==> config.mk <==
export PLATFORM = sky130hd
export DESIGN_NAME = hysteresis_event_counter_display_core_flat
export DESIGN_NICKNAME = d
export VERILOG_FILES = /design/src/hedc_pkg.sv /design/src/hedc_if.sv /design/src/hedc_detector.sv /design/src/hedc_digit_cell.sv /design/src/hysteresis_event_counter_display_core.sv /design/src/flat_wrapper.sv
export SDC_FILE = /design/constraint.sdc
export NUM_CORES = 1
export LEC_CHECK = 0
export BUFFER_PORTS_ARGS = -buffer_cell sky130_fd_sc_hd__buf_2
export CAP_MARGIN = 10
export CORE_MARGIN = 2
export CORE_UTILIZATION = 35
export DETAILED_ROUTE_END_ITERATION = 10
export PLACE_DENSITY_LB_ADDON = 0.05
export SLEW_MARGIN = 5
export SYNTH_ARGS = -nofsm -noshare
export SYNTH_HDL_FRONTEND = slang
export SYNTH_SLANG_ARGS = --single-unit
==> constraint.sdc <==
create_clock -name clock -period 2.9 [get_ports clock]
set_input_delay 0.435 -clock clock [delete_from_list [all_inputs] [get_ports clock]]
set_output_delay 0.435 -clock clock [all_outputs]
set_load 0.05 [all_outputs]
==> src/hedc_pkg.sv <==
package hedc_pkg;

   localparam int unsigned NUM_DIGITS = 4;
   localparam int unsigned DIGIT_W    = 4;
   localparam int unsigned POS_W      = 2;
   localparam int unsigned SAMPLE_W   = 8;
   localparam int unsigned SELECT_W   = 4;
   localparam int unsigned CSR_DATA_W = 8;

   typedef logic [DIGIT_W-1:0]    digit_type;
   typedef logic [POS_W-1:0]      scan_pos_type;
   typedef logic [SAMPLE_W-1:0]   sample_type;
   typedef logic [SELECT_W-1:0]   select_type;
   typedef logic [CSR_DATA_W-1:0] csr_data_type;

   // item kinds
   localparam logic KIND_SAMPLE = 1'b0;
   localparam logic KIND_SCAN   = 1'b1;

   // register indexes
   typedef enum logic [0:0] {
      CSR_LOW_THRESHOLD  = 1'b0,
      CSR_HIGH_THRESHOLD = 1'b1
   } csr_index_type;

   localparam sample_type LOW_THRESHOLD_RESET  = 8'd184;
   localparam sample_type HIGH_THRESHOLD_RESET = 8'd225;

   // event count after reset, 0 .. 9999
   localparam int unsigned START_COUNT = 998;

   localparam digit_type DIGIT_MAX  = 4'd9;
   localparam digit_type DIGIT_ZERO = 4'd0;

   // active-low digit enables
   localparam select_type SEL_UNITS     = 4'h7;
   localparam select_type SEL_TENS      = 4'hB;
   localparam select_type SEL_HUNDREDS  = 4'hD;
   localparam select_type SEL_THOUSANDS = 4'hE;
   localparam select_type SEL_ALL_OFF   = 4'hF;

   localparam scan_pos_type POS_UNITS     = 2'd0;
   localparam scan_pos_type POS_TENS      = 2'd1;
   localparam scan_pos_type POS_HUNDREDS  = 2'd2;
   localparam scan_pos_type POS_THOUSANDS = 2'd3;

   // control that every digit cell sees
   typedef struct packed {
      logic inc;    // this item adds one to the count
      logic latch;  // copy the live digit into the display latch
   } cell_ctrl_type;

   function automatic select_type select_code(input scan_pos_type pos);
      select_type code;
      unique case (pos)
         POS_UNITS:     code = SEL_UNITS;
         POS_TENS:      code = SEL_TENS;
         POS_HUNDREDS:  code = SEL_HUNDREDS;
         POS_THOUSANDS: code = SEL_THOUSANDS;
         default:       code = SEL_ALL_OFF;
      endcase
      return code;
   endfunction

   // decimal digit of START_COUNT, units first
   function automatic digit_type start_digit(input int unsigned idx);
      int unsigned d;
      unique case (idx)
         0:       d = START_COUNT % 10;
         1:       d = (START_COUNT / 10) % 10;
         2:       d = (START_COUNT / 100) % 10;
         default: d = (START_COUNT / 1000) % 10;
      endcase
      return d[DIGIT_W-1:0];
   endfunction

endpackage

==> src/hedc_if.sv <==
interface hedc_req_if;
   import hedc_pkg::*;

   logic       valid;
   logic       ready;
   logic       kind;
   sample_type sample;

   modport source (output valid, kind, sample, input ready);
   modport sink (input valid, kind, sample, output ready);
endinterface

interface hedc_rsp_if;
   import hedc_pkg::*;

   logic       valid;
   logic       ready;
   select_type digit_select;
   digit_type  digit_value;
   logic       event_counted;

   modport source (output valid, digit_select, digit_value, event_counted, input ready);
   modport sink (input valid, digit_select, digit_value, event_counted, output ready);
endinterface

==> src/hedc_detector.sv <==
module hedc_detector (
   input  logic                   clock,
   input  logic                   reset,
   input  logic                   csr_we,
   input  hedc_pkg::csr_index_type csr_index,
   input  hedc_pkg::csr_data_type csr_wdata,
   input  logic                   sample_take,
   input  hedc_pkg::sample_type   sample,
   output logic                   counted
);
   import hedc_pkg::*;

   sample_type low_ff, low_in;
   sample_type high_ff, high_in;
   logic       armed_ff, armed_in;
   logic       arm_now;

   always_comb begin
      low_in  = low_ff;
      high_in = high_ff;
      if (csr_we) begin
         unique case (csr_index)
            CSR_LOW_THRESHOLD:  low_in  = csr_wdata[SAMPLE_W-1:0];
            CSR_HIGH_THRESHOLD: high_in = csr_wdata[SAMPLE_W-1:0];
            default: ;
         endcase
      end
   end

   // arm test first, then the count test on the updated armed bit
   assign arm_now = armed_ff | (sample < low_ff);
   assign counted = sample_take & arm_now & (sample > high_ff);

   always_comb begin
      armed_in = armed_ff;
      if (sample_take) begin
         armed_in = arm_now & ~counted;
      end
   end

   always_ff @(posedge clock) begin
      if (reset) begin
         low_ff   <= LOW_THRESHOLD_RESET;
         high_ff  <= HIGH_THRESHOLD_RESET;
         armed_ff <= 1'b0;
      end else begin
         low_ff   <= low_in;
         high_ff  <= high_in;
         armed_ff <= armed_in;
      end
   end

endmodule

==> src/hedc_digit_cell.sv <==
module hedc_digit_cell #(
   parameter logic [3:0] RESET_DIGIT = 4'd0
) (
   input  logic                    clock,
   input  logic                    reset,
   input  hedc_pkg::cell_ctrl_type ctrl,
   input  logic                    carry_in,
   output logic                    carry_out,
   output hedc_pkg::digit_type     digit,
   output hedc_pkg::digit_type     latched
);
   import hedc_pkg::*;

   digit_type digit_ff, digit_in;
   digit_type latched_ff, latched_in;
   logic      at_max;

   assign at_max    = (digit_ff == DIGIT_MAX);
   assign carry_out = carry_in & at_max;

   always_comb begin
      digit_in = digit_ff;
      if (ctrl.inc && carry_in) begin
         digit_in = at_max ? DIGIT_ZERO : digit_ff + DIGIT_W'(1);
      end
      latched_in = ctrl.latch ? digit_ff : latched_ff;
   end

   always_ff @(posedge clock) begin
      if (reset) begin
         digit_ff   <= RESET_DIGIT;
         latched_ff <= DIGIT_ZERO;
      end else begin
         digit_ff   <= digit_in;
         latched_ff <= latched_in;
      end
   end

   assign digit   = digit_ff;
   assign latched = latched_ff;

endmodule

==> src/hysteresis_event_counter_display_core.sv <==
// Hysteresis event counter with a four-digit scanned BCD display. Each item on
// req_ch is either a converter sample (kind 0) or a display scan tick (kind 1),
// and each gives exactly one item on rsp_ch. A sample below the low threshold
// arms the detector; an armed detector that then sees a sample above the high
// threshold disarms and bumps the decimal event count (9999 wraps to 0,
// reset value 998); the result flags that with event_counted. A scan tick
// drives the next digit (units, tens, hundreds, thousands) with its active-low
// select, snapshotting the count at the units step; sample results repeat the
// current display drive. Thresholds are written through csr_we/csr_index/
// csr_wdata (index 0 low, 1 high) by the user only while the block is idle;
// it is not enforced. Rate: one item per clock unless rsp_ch stalls; results
// are registered. The count lives in a ripple chain of four decade cells, so
// all state updates in the accepting cycle; a single output register holds
// the result and req_ch.ready stays high while it is empty or being taken.
module hysteresis_event_counter_display_core (
   input  logic                    clock,
   input  logic                    reset,
   hedc_req_if.sink                req_ch,
   hedc_rsp_if.source              rsp_ch,
   input  logic                    csr_we,
   input  hedc_pkg::csr_index_type csr_index,
   input  hedc_pkg::csr_data_type  csr_wdata
);
   import hedc_pkg::*;

   // handshake
   logic req_accept;
   logic sample_take;
   logic scan_take;

   // detector
   logic counted;

   // digit chain, units first
   cell_ctrl_type cell_ctrl;
   logic          carry [NUM_DIGITS+1];
   digit_type     live_digit [NUM_DIGITS];
   digit_type     latched_digit [NUM_DIGITS];

   // display scan
   scan_pos_type scan_pos_ff, scan_pos_in;
   select_type   drive_select_ff, drive_select_in;
   digit_type    drive_value_ff, drive_value_in;

   // output register
   logic       rsp_valid_ff, rsp_valid_in;
   select_type rsp_select_ff, rsp_select_in;
   digit_type  rsp_value_ff, rsp_value_in;
   logic       rsp_counted_ff, rsp_counted_in;

   assign req_ch.ready = ~rsp_valid_ff | rsp_ch.ready;
   assign req_accept   = req_ch.valid & req_ch.ready;
   assign sample_take  = req_accept & (req_ch.kind == KIND_SAMPLE);
   assign scan_take    = req_accept & (req_ch.kind == KIND_SCAN);

   hedc_detector u_detector (
      .clock       (clock),
      .reset       (reset),
      .csr_we      (csr_we),
      .csr_index   (csr_index),
      .csr_wdata   (csr_wdata),
      .sample_take (sample_take),
      .sample      (req_ch.sample),
      .counted     (counted)
   );

   // snapshot taken on the units step of the scan
   assign cell_ctrl.inc   = counted;
   assign cell_ctrl.latch = scan_take & (scan_pos_ff == POS_UNITS);
   assign carry[0]        = 1'b1;

   for (genvar gi = 0; gi < NUM_DIGITS; gi++) begin : g_cell
      hedc_digit_cell #(
         .RESET_DIGIT (start_digit(gi))
      ) u_cell (
         .clock     (clock),
         .reset     (reset),
         .ctrl      (cell_ctrl),
         .carry_in  (carry[gi]),
         .carry_out (carry[gi+1]),
         .digit     (live_digit[gi]),
         .latched   (latched_digit[gi])
      );
   end

   // scan step: units shows the fresh snapshot, i.e. the live digit
   always_comb begin
      scan_pos_in     = scan_pos_ff;
      drive_select_in = drive_select_ff;
      drive_value_in  = drive_value_ff;
      if (scan_take) begin
         scan_pos_in     = scan_pos_ff + POS_W'(1);
         drive_select_in = select_code(scan_pos_ff);
         drive_value_in  = (scan_pos_ff == POS_UNITS) ? live_digit[0]
                                                     : latched_digit[scan_pos_ff];
      end
   end

   always_comb begin
      rsp_valid_in   = rsp_valid_ff & ~rsp_ch.ready;
      rsp_select_in  = rsp_select_ff;
      rsp_value_in   = rsp_value_ff;
      rsp_counted_in = rsp_counted_ff;
      if (req_accept) begin
         rsp_valid_in   = 1'b1;
         rsp_select_in  = drive_select_in;
         rsp_value_in   = drive_value_in;
         rsp_counted_in = counted;
      end
   end

   always_ff @(posedge clock) begin
      if (reset) begin
         scan_pos_ff     <= POS_UNITS;
         drive_select_ff <= SEL_ALL_OFF;
         drive_value_ff  <= DIGIT_ZERO;
         rsp_valid_ff    <= 1'b0;
      end else begin
         scan_pos_ff     <= scan_pos_in;
         drive_select_ff <= drive_select_in;
         drive_value_ff  <= drive_value_in;
         rsp_valid_ff    <= rsp_valid_in;
      end
   end

   always_ff @(posedge clock) begin
      rsp_select_ff  <= rsp_select_in;
      rsp_value_ff   <= rsp_value_in;
      rsp_counted_ff <= rsp_counted_in;
   end

   assign rsp_ch.valid         = rsp_valid_ff;
   assign rsp_ch.digit_select  = rsp_select_ff;
   assign rsp_ch.digit_value   = rsp_value_ff;
   assign rsp_ch.event_counted = rsp_counted_ff;

   // every accepted item shows up as a result on the next cycle
   a_accept_gives_result: assert property (@(posedge clock) disable iff (reset)
      req_accept |=> rsp_valid_ff)
      else $error("accepted item produced no result");

   // a pending result always carries the current display drive
   a_result_tracks_drive: assert property (@(posedge clock) disable iff (reset)
      rsp_valid_ff |-> (rsp_select_ff == drive_select_ff) && (rsp_value_ff == drive_value_ff))
      else $error("result drive differs from display drive");

   // at most one digit enabled at a time
   a_one_digit_driven: assert property (@(posedge clock) disable iff (reset)
      $onehot0(~drive_select_ff))
      else $error("more than one digit enabled");

   // decade cells stay in BCD range
   a_count_is_bcd: assert property (@(posedge clock) disable iff (reset)
      (live_digit[0] <= DIGIT_MAX) && (live_digit[1] <= DIGIT_MAX) &&
      (live_digit[2] <= DIGIT_MAX) && (live_digit[3] <= DIGIT_MAX))
      else $error("count digit out of BCD range");

endmodule

==> src/flat_wrapper.sv <==
// flat-port wrapper written by rule: the top's interface ports become plain ports
module hysteresis_event_counter_display_core_flat import hedc_pkg::*;
  (clock, reset, csr_we, csr_index, csr_wdata, req_ch_valid, req_ch_kind, req_ch_sample, req_ch_ready, rsp_ch_valid, rsp_ch_digit_select, rsp_ch_digit_value, rsp_ch_event_counted, rsp_ch_ready);
  hedc_req_if req_ch_i ();
  hedc_rsp_if rsp_ch_i ();
  input  logic clock;
  input  logic reset;
  input  logic csr_we;
  input  hedc_pkg::csr_index_type csr_index;
  input  hedc_pkg::csr_data_type csr_wdata;
  input wire logic [$bits(req_ch_i.valid)-1:0] req_ch_valid;
  input wire logic [$bits(req_ch_i.kind)-1:0] req_ch_kind;
  input wire logic [$bits(req_ch_i.sample)-1:0] req_ch_sample;
  output wire logic [$bits(req_ch_i.ready)-1:0] req_ch_ready;
  output wire logic [$bits(rsp_ch_i.valid)-1:0] rsp_ch_valid;
  output wire logic [$bits(rsp_ch_i.digit_select)-1:0] rsp_ch_digit_select;
  output wire logic [$bits(rsp_ch_i.digit_value)-1:0] rsp_ch_digit_value;
  output wire logic [$bits(rsp_ch_i.event_counted)-1:0] rsp_ch_event_counted;
  input wire logic [$bits(rsp_ch_i.ready)-1:0] rsp_ch_ready;
  assign req_ch_i.valid = req_ch_valid;
  assign req_ch_i.kind = req_ch_kind;
  assign req_ch_i.sample = req_ch_sample;
  assign req_ch_ready = req_ch_i.ready;
  assign rsp_ch_valid = rsp_ch_i.valid;
  assign rsp_ch_digit_select = rsp_ch_i.digit_select;
  assign rsp_ch_digit_value = rsp_ch_i.digit_value;
  assign rsp_ch_event_counted = rsp_ch_i.event_counted;
  assign rsp_ch_i.ready = rsp_ch_ready;
  hysteresis_event_counter_display_core u_core (.clock(clock), .reset(reset), .req_ch(req_ch_i), .rsp_ch(rsp_ch_i), .csr_we(csr_we), .csr_index(csr_index), .csr_wdata(csr_wdata));
endmodule
==> results of run 1 <==
-- per-stage QoR --
step / setup slack, ns / total power [mW] / hold WS, ns / instance area [um2]
floorplan: 0.634 / 1.23 / 0.432 / 3300
global placement: 0.390 / 1.30 / 0.448 / 3550
detailed placement: 0.365 / 1.30 / 0.449 / 3550
CTS: 0.575 / 2.02 / 0.319 / 3730
global route: 0.409 / 2.08 / 0.335 / 3730
finish: 0.581 / 1.99 / 0.331 / 3730
-- layout make-up --
cell class / instances / share of cell area (%)
clock buffer: 9 / 3.32
clock inverter: 7 / 1.34
sequential: 69 / 39.5
multi-input combinational: 242 / 44.5
timing repair buffer: 35 / 4.83
inverter: 28 / 2.82
tap: 111 / 3.72
-- cells by family (layout without fill, tap and decap cells) --
group / after synthesis / in the layout
flops: 69 / 69
xor+xnor: 3 / 3
mux: 23 / 23
fa+ha+maj: 20 / 20
compound gates: 66 / 66
buf+inv: 44 / 79
simple gates: 130 / 130
-- flip-flops by register name, summed over array words and instances (netlist names) --
register,cells
u_core.drive_select_ff,4
u_core.g_cell.u_cell.digit,16
u_core.u_detector.armed_ff,1
u_core.u_detector.low_ff,8
u_core.rsp_ch.event_counted,1
u_core.rsp_ch.digit_select,4
u_core.scan_pos_ff,2
u_core.rsp_ch.valid,1
u_core.u_detector.high_ff,8
u_core.drive_value_ff,4
u_core.g_cell.u_cell.latched,16
u_core.rsp_ch.digit_value,4
-- cells in the mapped netlist (2+ instances only) --
library cell  count
o21ai_0          15
buf_1             2
buf_2             2
and2_1            4
a221o_1           2
o211ai_1          7
mux2i_1          17
edfxtp_1          9
and3_1            2
nand2b_1          9
o31ai_1           2
nor2_1           35
ha_1             20
nor2b_1           6
dfxtp_1          60
mux4_2            4
or3_1             2
and4_1            2
nand4_1           9
inv_1            28
clkbuf_1         11
mux2_1            2
a21oi_1          24
xnor2_1           2
a21o_1            5
nand3_1          16
nand2_1          36
-- per-layer routing --
layer  global-route usage (%)  share of wire [%]  vias up
met5                        0                  0        -
met4                     5.93                1.7        0
met3                     2.55                2.3       11
met2                     22.5                 42       32
met1                     22.5                 54     1140
li1                         -                  -     1303
-- power groups by stage --
stage / logic, mW / registers, mW / clock network [mW]
floorplan: 0.159 / 1.07 / 0
global placement: 0.254 / 1.05 / 0
detailed placement: 0.255 / 1.05 / 0
CTS: 0.256 / 1.02 / 0.738
global route: 0.284 / 1.03 / 0.772
finish: 0.252 / 1.02 / 0.714
-- critical path: stages (launching register included) --
cell	delay, ns
dfxtp_1	0.34
inv_1	0.05
ha_1	0.29
and3_4	0.18
a221oi_2	0.33
a2bb2oi_4	0.26
and3_1	0.33
nand3_1	0.11
mux2_1	0.31
-- worst max-delay path by stage --
stage / start / endpoint
after floorplan: req_ch_sample[7] / u_core.g_cell[0].u_cell.digit[3]
after global placement: req_ch_sample[7] / u_core.g_cell[0].u_cell.digit[3]
after detailed placement: req_ch_sample[7] / u_core.g_cell[0].u_cell.digit[3]
after CTS: u_core.u_detector.low_ff[6] / u_core.g_cell[0].u_cell.digit[3]
after global routing: u_core.u_detector.low_ff[6] / u_core.g_cell[0].u_cell.digit[3]
final: u_core.u_detector.low_ff[6] / u_core.g_cell[0].u_cell.digit[2]
==> run metrics, run 1 <==
IO Pins 34; Hold Fails Final Rpt 0; layout cells sized above 1 15.4%; peak supply drop around 210 uV; Cells after DPL 485; FILL cells roughly 940; Clock transition at path regs 0.08 ns; Cell variety after synth 49; largest fanout on the critical path 6; WL/cell approximately 15 um; CTS resizes 0; Detail Route Antenna Nets 0; Total GRT Usage 15.3%; biggest area consumer among synthesized cells dfxtp_1; setup bufs post-CTS 0; DRC viols 0; Clock Skew 0.00891 ns; fmax 431 MHz; dpl hpwl 5.30 mm; pin count of the biggest net entering global routing 30; top-area cell type share of the netlist area between 30% and 40%; Leakage 1.60 nW; Worst Tran Pin Value 0.831 ns; Synth Area in Compound Gates 13.1%; hold endpoint u_core.u_detector.low_ff[3]; DR vias 2486; Yosys warnings 0; RSZ-0062 raised after global routing false; commonest non-fill, non-tap cell in the layout dfxtp_1; vias in the first global route ~2400; most frequently used flop master after synthesis dfxtp_1; Post-Synth Adder-Cell Area 7.58%; Worst EP arrival 2.55 ns; startpoint types flip-flop; core area around 9000 um2; main combinational cell family by area after synthesis simple AND/OR/NAND/NOR gates; Cell Rows 35; first-pass GRT wire length 12.1 mm; Die H 101 um; most frequent cells in the layout 60 x dfxtp_1, 36 x nand2_1, 35 x nor2_1, 33 x buf_2, 28 x inv_1; WL final 7.31 mm; Tcrit/Tclk final approximately 80%; most area-consuming cells after synthesis dfxtp_1 36%, edfxtp_1 8.2%, ha_1 7.6%; simple-gate share of the synthesized area 20.2%; htree depth 3; PortBufs 33; synthesized flop and latch total 69; multi-input gate area in the final layout around 1700 um2; Final Util between 40% and 50%; CTS tree built; RR Startpoint u_core.u_detector.low_ff[6]; die area 10200 um2; post-synthesis mux area share 8.56%; minimum clock period between 2 and 2.5 ns; antenna violations before repair 0; CTS hold repair buffers 0; Worst setup EP type flip-flop; synthesized area roughly 3300 um2; Sw Ratio 29.2%; setup violators final 0; Cell Count, Final, Fillers Out 501; maxcap violations 0; Nets 428; Mapped Cells 355; hold_sp csr_wdata[3]; Clock Path Buffers 2; P_int 1.41 mW; worst skew pair latency 0.34 ns; register-to-register setup slack 0.58 ns; cell depth of the worst hold path 3; headroom to the max-slew limit 44.5%; P&R area growth vs syn 12.9%; Root Driver clkbuf_8; DR pass1 iterations 4; outcome complete, no violations; Placer Congestion 0.731; Iter 0 DRT Violations 75; grt ovf 0; # diodes 0; Mapped Avg Cell Area 9.30 um2; Post-synth EDFFs 9; Die Width slightly above 100 um; syn nets 398; clock power share 35.9%; Num CTS Buffers 9; Flop pwr share 51.4%; Crit Path Category reg -> reg; Seq/Total Area, Yosys between 40 and 50%; Critical Path RT 3.13 ns; initial core utilization ~36%; CTS sink cnt 69; setup TNS 0 ns; Comb power frac 12.7%; worst hold path type in -> reg; Synth async-reset ratio 0%; RR Endpoint u_core.g_cell[0].u_cell.digit[2]; final max-slew violation count 0; reg2reg path depth 8; sw power 0.581 mW; XOR/XNOR share of the synthesized area less than 1%; register area 1470 um2; number of vias per cell 4.96; pwr dens ~530 nW/um2
No activity file was read; power rests on OpenSTA's default activity.
==> inputs of run 2 (changes only) <==
- ABC_AREA: not set -> 1
- clock period: 2.9 -> 2.2 ns (I/O delays scaled with it)
==> run metrics, run 2 <==
outcome complete, no violations (unchanged); Worst path depth 10 (was 8); fmax 514 MHz (was 431 MHz); Cell Rows 35 (unchanged); DRC viols 0 (unchanged); Worst path max stage delay 0.31 ns (was 0.34 ns); # diodes 0 (unchanged); Critical Path RT 2.42 ns (was 3.13 ns); Largest delay share family, worst path simple AND/OR/NAND/NOR gates (unchanged); Yosys warnings 0 (unchanged); setup violators final 0 (unchanged); pin count of the biggest net entering global routing 31 (was 30); core area 9200 um2 (unchanged); minimum clock period 1.95 ns (was 2.32 ns); Num CTS Buffers 9 (unchanged); Worst setup EP type flip-flop (unchanged); CTS resizes 0 (unchanged); peak supply drop 359 uV (was 215 uV); biggest area consumer among synthesized cells dfxtp_1 (unchanged); RR Startpoint u_core.u_detector.high_ff[7] (was u_core.u_detector.low_ff[6]); Final Power 2.79 mW (was 1.99 mW); CP most frequent cell nand2_1; Nets 500 (was 428); headroom to the max-slew limit 68.7% (was 44.5%); P&R area growth vs syn 15.8% (was 12.9%); dpl hpwl 5.33 mm (was 5.30 mm); htree depth 3 (unchanged); Final Util 41.5% (was 40.5%); PnR worst setup slack 0.254 ns (was 0.581 ns); crit path buf inv count 2 (was 1); Mapped Cells 418 (was 355); Leakage 1.70 nW (was 1.60 nW); Mapped Avg Cell Area 7.88 um2 (was 9.30 um2); antenna violations before repair 0 (unchanged); reg2reg path depth 10 (was 8); Root Driver clkbuf_8 (unchanged); Iter 0 DRT Violations 106 (was 75); worst hold path type in -> reg (unchanged); vias in the first global route 2589 (was 2401); CP endpoint u_core.g_cell[3].u_cell.digit[0] (was u_core.g_cell[0].u_cell.digit[2]); register area 1470 um2 (unchanged); PortBufs 33 (unchanged); Detail Route Antenna Nets 0 (unchanged); FILL cells 951 (was 944); syn nets 461 (was 398); first-pass GRT wire length 12.4 mm (was 12.1 mm); DR pass1 iterations 4 (unchanged); grt ovf 0 (unchanged); final max-slew violation count 0 (unchanged); CTS tree built (unchanged); Clock Path Buffers 2 (unchanged); Placer Congestion 0.797 (was 0.731); die area 10200 um2 (about the same); setup bufs post-CTS 0 (unchanged); DR vias 2744 (was 2486); IO Pins 34 (unchanged); layout cells sized above 1 17.5% (was 15.4%); pwr dens 731 nW/um2 (was 534 nW/um2); initial core utilization 35.8% (was 35.9%); largest fanout on the critical path 11 (was 6); most frequent cells in the layout 83 x nand2_1, 60 x dfxtp_1, 52 x a21oi_1, 46 x inv_1, 35 x o21ai_0 (was 60 x dfxtp_1, 36 x nand2_1, 35 x nor2_1, 33 x buf_2, 28 x inv_1); CTS hold repair buffers 0 (unchanged); synthesized flop and latch total 69 (unchanged); Place WS 0.166 ns (was 0.365 ns); Worst Tran Pin Value 0.470 ns (was 0.831 ns); Crit Path Category reg -> reg (unchanged); Tcrit/Tclk final 88.4% (was 80.0%); cell chain of the critical path inv_1 > ha_1 > nand2_1 > nor2_1 > nand2_1 > a21oi_2 > buf_4 > nand4_2 > nand2_1 > a21oi_1 (was inv_1 > ha_1 > and3_4 > a221oi_2 > a2bb2oi_4 > and3_1 > nand3_1 > mux2_1); setup TNS 0 ns (unchanged); most area-consuming cells after synthesis dfxtp_1 36%, nand2_1 9.6%, edfxtp_1 8.2% (was dfxtp_1 36%, edfxtp_1 8.2%, ha_1 7.6%); most frequently used flop master after synthesis dfxtp_1 (unchanged); startpoint types flip-flop (unchanged); Worst EP arrival 2.17 ns (was 2.55 ns); Critical path origin u_core.u_detector.high_ff[7] (was u_core.u_detector.low_ff[6]); Post-synth EDFFs 9 (unchanged); top-area cell type share of the netlist area 36.4% (about the same); register-to-register setup slack 0.25 ns (was 0.58 ns); synthesized area 3300 um2 (about the same); Seq/Total Area, Yosys 44.6% (about the same); Synth top cells by count 84 x nand2_1, 60 x dfxtp_1, 52 x a21oi_1 (was 60 x dfxtp_1, 36 x nand2_1, 35 x nor2_1); count leader, synth nand2_1 (was dfxtp_1); RR Endpoint u_core.g_cell[3].u_cell.digit[0] (was u_core.g_cell[0].u_cell.digit[2]); Hold Fails Final Rpt 0 (unchanged); maxcap violations 0 (unchanged); number of vias per cell 4.79 (was 4.96); Die Width 101 um (about the same); multi-input gate area in the final layout 1570 um2 (was 1660 um2); Synth async-reset ratio 0% (unchanged); Clock transition at path regs 0.08 ns (about the same); worst skew pair latency 0.35 ns (was 0.34 ns); Cell variety after synth 37 (was 49); RSZ-0062 raised after global routing false (unchanged); CTS sink cnt 69 (unchanged); Slowest-stage cell, CP dfxtp_1 (unchanged); Clock Skew 0.0102 ns (was 0.00891 ns); WL final 7.35 mm (was 7.31 mm); Die H 101 um (about the same); commonest non-fill, non-tap cell in the layout nand2_1 (was dfxtp_1); Total GRT Usage 15.9% (was 15.3%); WL/cell 12.8 um (was 14.6 um)
-- run 2: cell type report --
class | instances | share of cell area, %
multi-input cells | 283 | 41.1
well taps | 111 | 3.64
flip-flops and latches | 69 | 38.6
inverters | 52 | 5.25
clock buffers | 10 | 3.34
clock inverters | 6 | 1.67
repair buffers | 42 | 6.43
-- run 2: worst reg2reg max path, delay by kind of cell (launching register included) --
family	cells	cell delay, ns
buf+inv	2	0.29
fa+ha+maj	1	0.29
simple gates	5	0.65
flops	1	0.31
compound gates	2	0.29
-- run 2: logic make-up (layout without fill, tap and decap cells) --
kind of cell	after synthesis	after routing	synth area share, %
AND/OR/NAND/NOR	152	152	21.3
AO/OA/AOI/OAI	107	107	17.5
flip-flops	69	69	44.6
buffers and inverters	66	110	7.82
adder cells (fa/ha/maj)	20	20	7.59
XOR/XNOR	4	4	1.06
-- run 2: worst min path at each step --
stage                                        from                                  to  slack (ns)  depth (start not counted)
2_1_floorplan  u_core.g_cell[2].u_cell.latched[0]  u_core.g_cell[2].u_cell.latched[0]        0.43                          2
3_3_place_gp   u_core.g_cell[2].u_cell.latched[1]  u_core.g_cell[2].u_cell.latched[1]        0.44                          2
3_5_place_dp   u_core.g_cell[2].u_cell.latched[1]  u_core.g_cell[2].u_cell.latched[1]        0.45                          2
4_1_cts                              csr_wdata[0]        u_core.u_detector.high_ff[0]        0.18                          3
5_1_grt                              csr_wdata[0]        u_core.u_detector.high_ff[0]        0.20                          3
6_report                             csr_wdata[0]        u_core.u_detector.high_ff[0]        0.20                          3
-- run 2: power by group --
part | leakage (nW) | total, mW | switching, mW | internal [mW]
sequential | 0.577 | 1.36 | 0.0255 | 1.34
clock | 0.0927 | 1.04 | 0.517 | 0.524
combinational | 1.03 | 0.383 | 0.254 | 0.129
total | 1.70 | 2.79 | 0.797 | 1.99
-- run 2: metal layers --
metal / GRT usage, % / up-vias / part of all wire, %
met1: 22.6 / 1230 / 55
met3: 2.98 / 12 / 2.2
li1: - / 1476 / -
met4: 6.86 / 0 / 1.8
met5: 0 / - / 0
met2: 23.4 / 26 / 41
-- run 2: per-stage QoR --
stage,hold slack [ns],instances,area (um2)
finish,0.201,573,3820
global route,0.197,573,3820
CTS,0.183,573,3820
detailed placement,0.447,557,3620
global placement,0.444,557,3620
floorplan,0.430,418,3300
==> inputs of run 3 (changes only) <==
- SYNTH_HIERARCHICAL: not set -> 1
==> run metrics, run 3 <==
htree depth 3 (unchanged); Slowest-stage cell, CP dfxtp_1 (unchanged); # diodes 0 (unchanged); antenna violations before repair 0 (unchanged); Worst setup EP type flip-flop (unchanged); layout cells sized above 1 18.2% (was 17.5%); fin area 3920 um2 (was 3820 um2); IO Pins 34 (unchanged); RSZ-0062 raised after global routing true (was false); peak supply drop 287 uV (was 359 uV); DRC viols 0 (unchanged); Comb power frac 13.8% (was 13.7%); setup bufs post-CTS 0 (unchanged); pwr dens 704 nW/um2 (was 731 nW/um2); setup violators final 0 (unchanged); Num CTS Buffers 9 (unchanged); final max-slew violation count 0 (unchanged); WL/cell 11.3 um (was 12.8 um); Root Driver clkbuf_8 (unchanged); synthesized area 3350 um2 (was 3300 um2); cell chain of the critical path inv_1 > ha_1 > a21oi_1 > nor2_1 > nor3_4 > nand2_1 > nand2_2 > nand2_1 > nor2_1 > buf_4 > nand2_1 > inv_2 > nand3_1 > nand2_1 > nor2_1 (was inv_1 > ha_1 > nand2_1 > nor2_1 > nand2_1 > a21oi_2 > buf_4 > nand4_2 > nand2_1 > a21oi_1); number of vias per cell 4.57 (was 4.79); CTS hold repair buffers 0 (unchanged); grt peak-use layer met1 (was met2); P&R area growth vs syn 17.1% (was 15.8%); Leakage 1.86 nW (was 1.70 nW); Placer Congestion 0.861 (was 0.797); Nets 528 (was 500); Critical Path RT 2.44 ns (was 2.42 ns); Sw Ratio 28.0% (was 28.6%); met3 Usage GRT 4.31% (was 2.98%); sw power 0.772 mW (was 0.797 mW); worst skew pair latency 0.34 ns (was 0.35 ns); Mapped Avg Cell Area 7.70 um2 (was 7.88 um2); Clock Path Buffers 2 (unchanged); WL final 7.02 mm (was 7.35 mm); headroom to the max-slew limit 66.7% (was 68.7%); outcome complete, no violations (unchanged); maxcap violations 0 (unchanged); largest fanout on the critical path 7 (was 11); Clock Skew 0.0112 ns (was 0.0102 ns); met2 usage 21.3% (was 23.4%); PortBufs 33 (unchanged); initial core utilization 36.1% (was 35.8%); CTS sink cnt 69 (unchanged); Total GRT Usage 15.2% (was 15.9%); first-pass GRT wire length 12.3 mm (was 12.4 mm); Clock transition at path regs 0.08 ns (about the same); Cell Rows 35 (unchanged); CP most frequent cell nand2_1 (unchanged); dpl hpwl 5.16 mm (was 5.33 mm); CTS tree built (unchanged); die area 10400 um2 (was 10200 um2); grt met1 use 22.7% (was 22.6%); Cell Area, Placed 3720 um2 (was 3620 um2); grt ovf 0 (unchanged); Iter 0 DRT Violations 130 (was 106); core area 9280 um2 (was 9200 um2); Crit Path Category reg -> reg (unchanged); Detail Route Antenna Nets 0 (unchanged); final hold slack 0.200 ns (was 0.201 ns); Die Width 102 um (was 101 um); Worst path max stage delay 0.31 ns (about the same); pin count of the biggest net entering global routing 33 (was 31); DR vias 2826 (was 2744); Flop pwr share 49.6% (was 48.9%); Die H 102 um (was 101 um); Worst EP arrival 2.21 ns (was 2.17 ns); fmax 506 MHz (was 514 MHz); Tcrit/Tclk final 89.8% (was 88.4%); commonest non-fill, non-tap cell in the layout nand2_1 (unchanged); Worst Tran Pin Value 0.499 ns (was 0.470 ns); worst hold path type in -> reg (unchanged); FILL cells 1008 (was 951); Yosys warnings 6 (was 0); Hold Fails Final Rpt 0 (unchanged); minimum clock period 1.98 ns (was 1.95 ns); DR pass1 iterations 5 (was 4); P_int 1.99 mW (about the same); most frequent cells in the layout 93 x nand2_1, 66 x inv_1, 60 x dfxtp_1, 45 x a21oi_1, 33 x buf_2 (was 83 x nand2_1, 60 x dfxtp_1, 52 x a21oi_1, 46 x inv_1, 35 x o21ai_0); startpoint types flip-flop (unchanged); Mapped Cells 435 (was 418); clock power share 36.6% (was 37.4%); vias in the first global route 2544 (was 2589)
-- run 3: cell count changes in the layout (fill, tap and decap cells not counted), moves of 4 or more --
cell / before / now
a21oi_1: 52 / 45
a31oi_1: 5 / 0
inv_1: 46 / 66
inv_2: 5 / 10
nand2_1: 83 / 93
nand3_1: 21 / 17
nand3_2: 0 / 5
o21ai_0: 35 / 30
o21ai_1: 1 / 11
-- run 3: final cells by class --
| cell class | count | area, um2 | area share (%) |
|---|---|---|---|
| Multi-Input combinational cell | 287 | 1580 | 40.3 |
| Sequential cell | 69 | 1470 | 37.5 |
| Inverter | 76 | 285 | 7.28 |
| Timing Repair Buffer | 42 | 233 | 5.93 |
| Tap cell | 129 | 161 | 4.12 |
| Clock buffer | 9 | 124 | 3.16 |
| Clock inverter | 7 | 66.3 | 1.69 |
-- run 3: power groups by stage --
stage          registers, mW  logic [mW]  clock network (mW)
2_1_floorplan           1.44       0.230                   0
3_3_place_gp            1.40       0.383                   0
3_5_place_dp            1.40       0.384                   0
4_1_cts                 1.37       0.387                1.05
5_1_grt                 1.38       0.443                1.11
6_report                1.37       0.381                1.01
-- run 3: metal layers --
metal	vias up	share of wire, %
met5	-	0
met4	0	1.0
met3	5	3.4
met2	44	40
met1	1261	55
li1	1516	-
-- run 3: worst max-delay path, delay by kind of cell, from the launching register on --
family / cells / cell delay (ns)
AND/OR/NAND/NOR: 10 / 0.82
buffers and inverters: 3 / 0.33
flip-flops: 1 / 0.31
adder cells (fa/ha/maj): 1 / 0.29
AO/OA/AOI/OAI: 1 / 0.13
-- run 3: per-stage QoR --
| stage | setup TNS (ns) | util, % | worst slack [ns] | cells | power [mW] |
|---|---|---|---|---|---|
| 6_report | 0 | 42.2 | 0.225 | 619 | 2.76 |
| 5_1_grt | -0.0736 | 42.2 | -0.0157 | 619 | 2.93 |
| 4_1_cts | 0 | 42.2 | 0.182 | 619 | 2.81 |
| 2_1_floorplan | 0 | - | 0.101 | 436 | 1.67 |
| 3_3_place_gp | 0 | 40.1 | 0.134 | 603 | 1.78 |
| 3_5_place_dp | 0 | 40.1 | 0.110 | 603 | 1.78 |
-- run 3: worst paths after layout --
kind,slack [ns],cells past startpoint,from,endpoint
max reg2reg,0.22,15,u_core/u_detector/low_ff[5],u_core/g_cell[3].u_cell/digit[3]
max,0.22,15,u_core/u_detector/low_ff[5],u_core/g_cell[3].u_cell/digit[3]
min reg2reg,0.46,2,u_core/u_detector/low_ff[1],u_core/u_detector/low_ff[1]
min,0.20,3,csr_wdata[0],u_core/u_detector/high_ff[0]
-- run 3: repair_timing --
item | in CTS | in global routing
gates resized for setup | 0 | 7
setup endpoints to repair | 0 | 6
endpoints found under the hold margin | 0 | 0
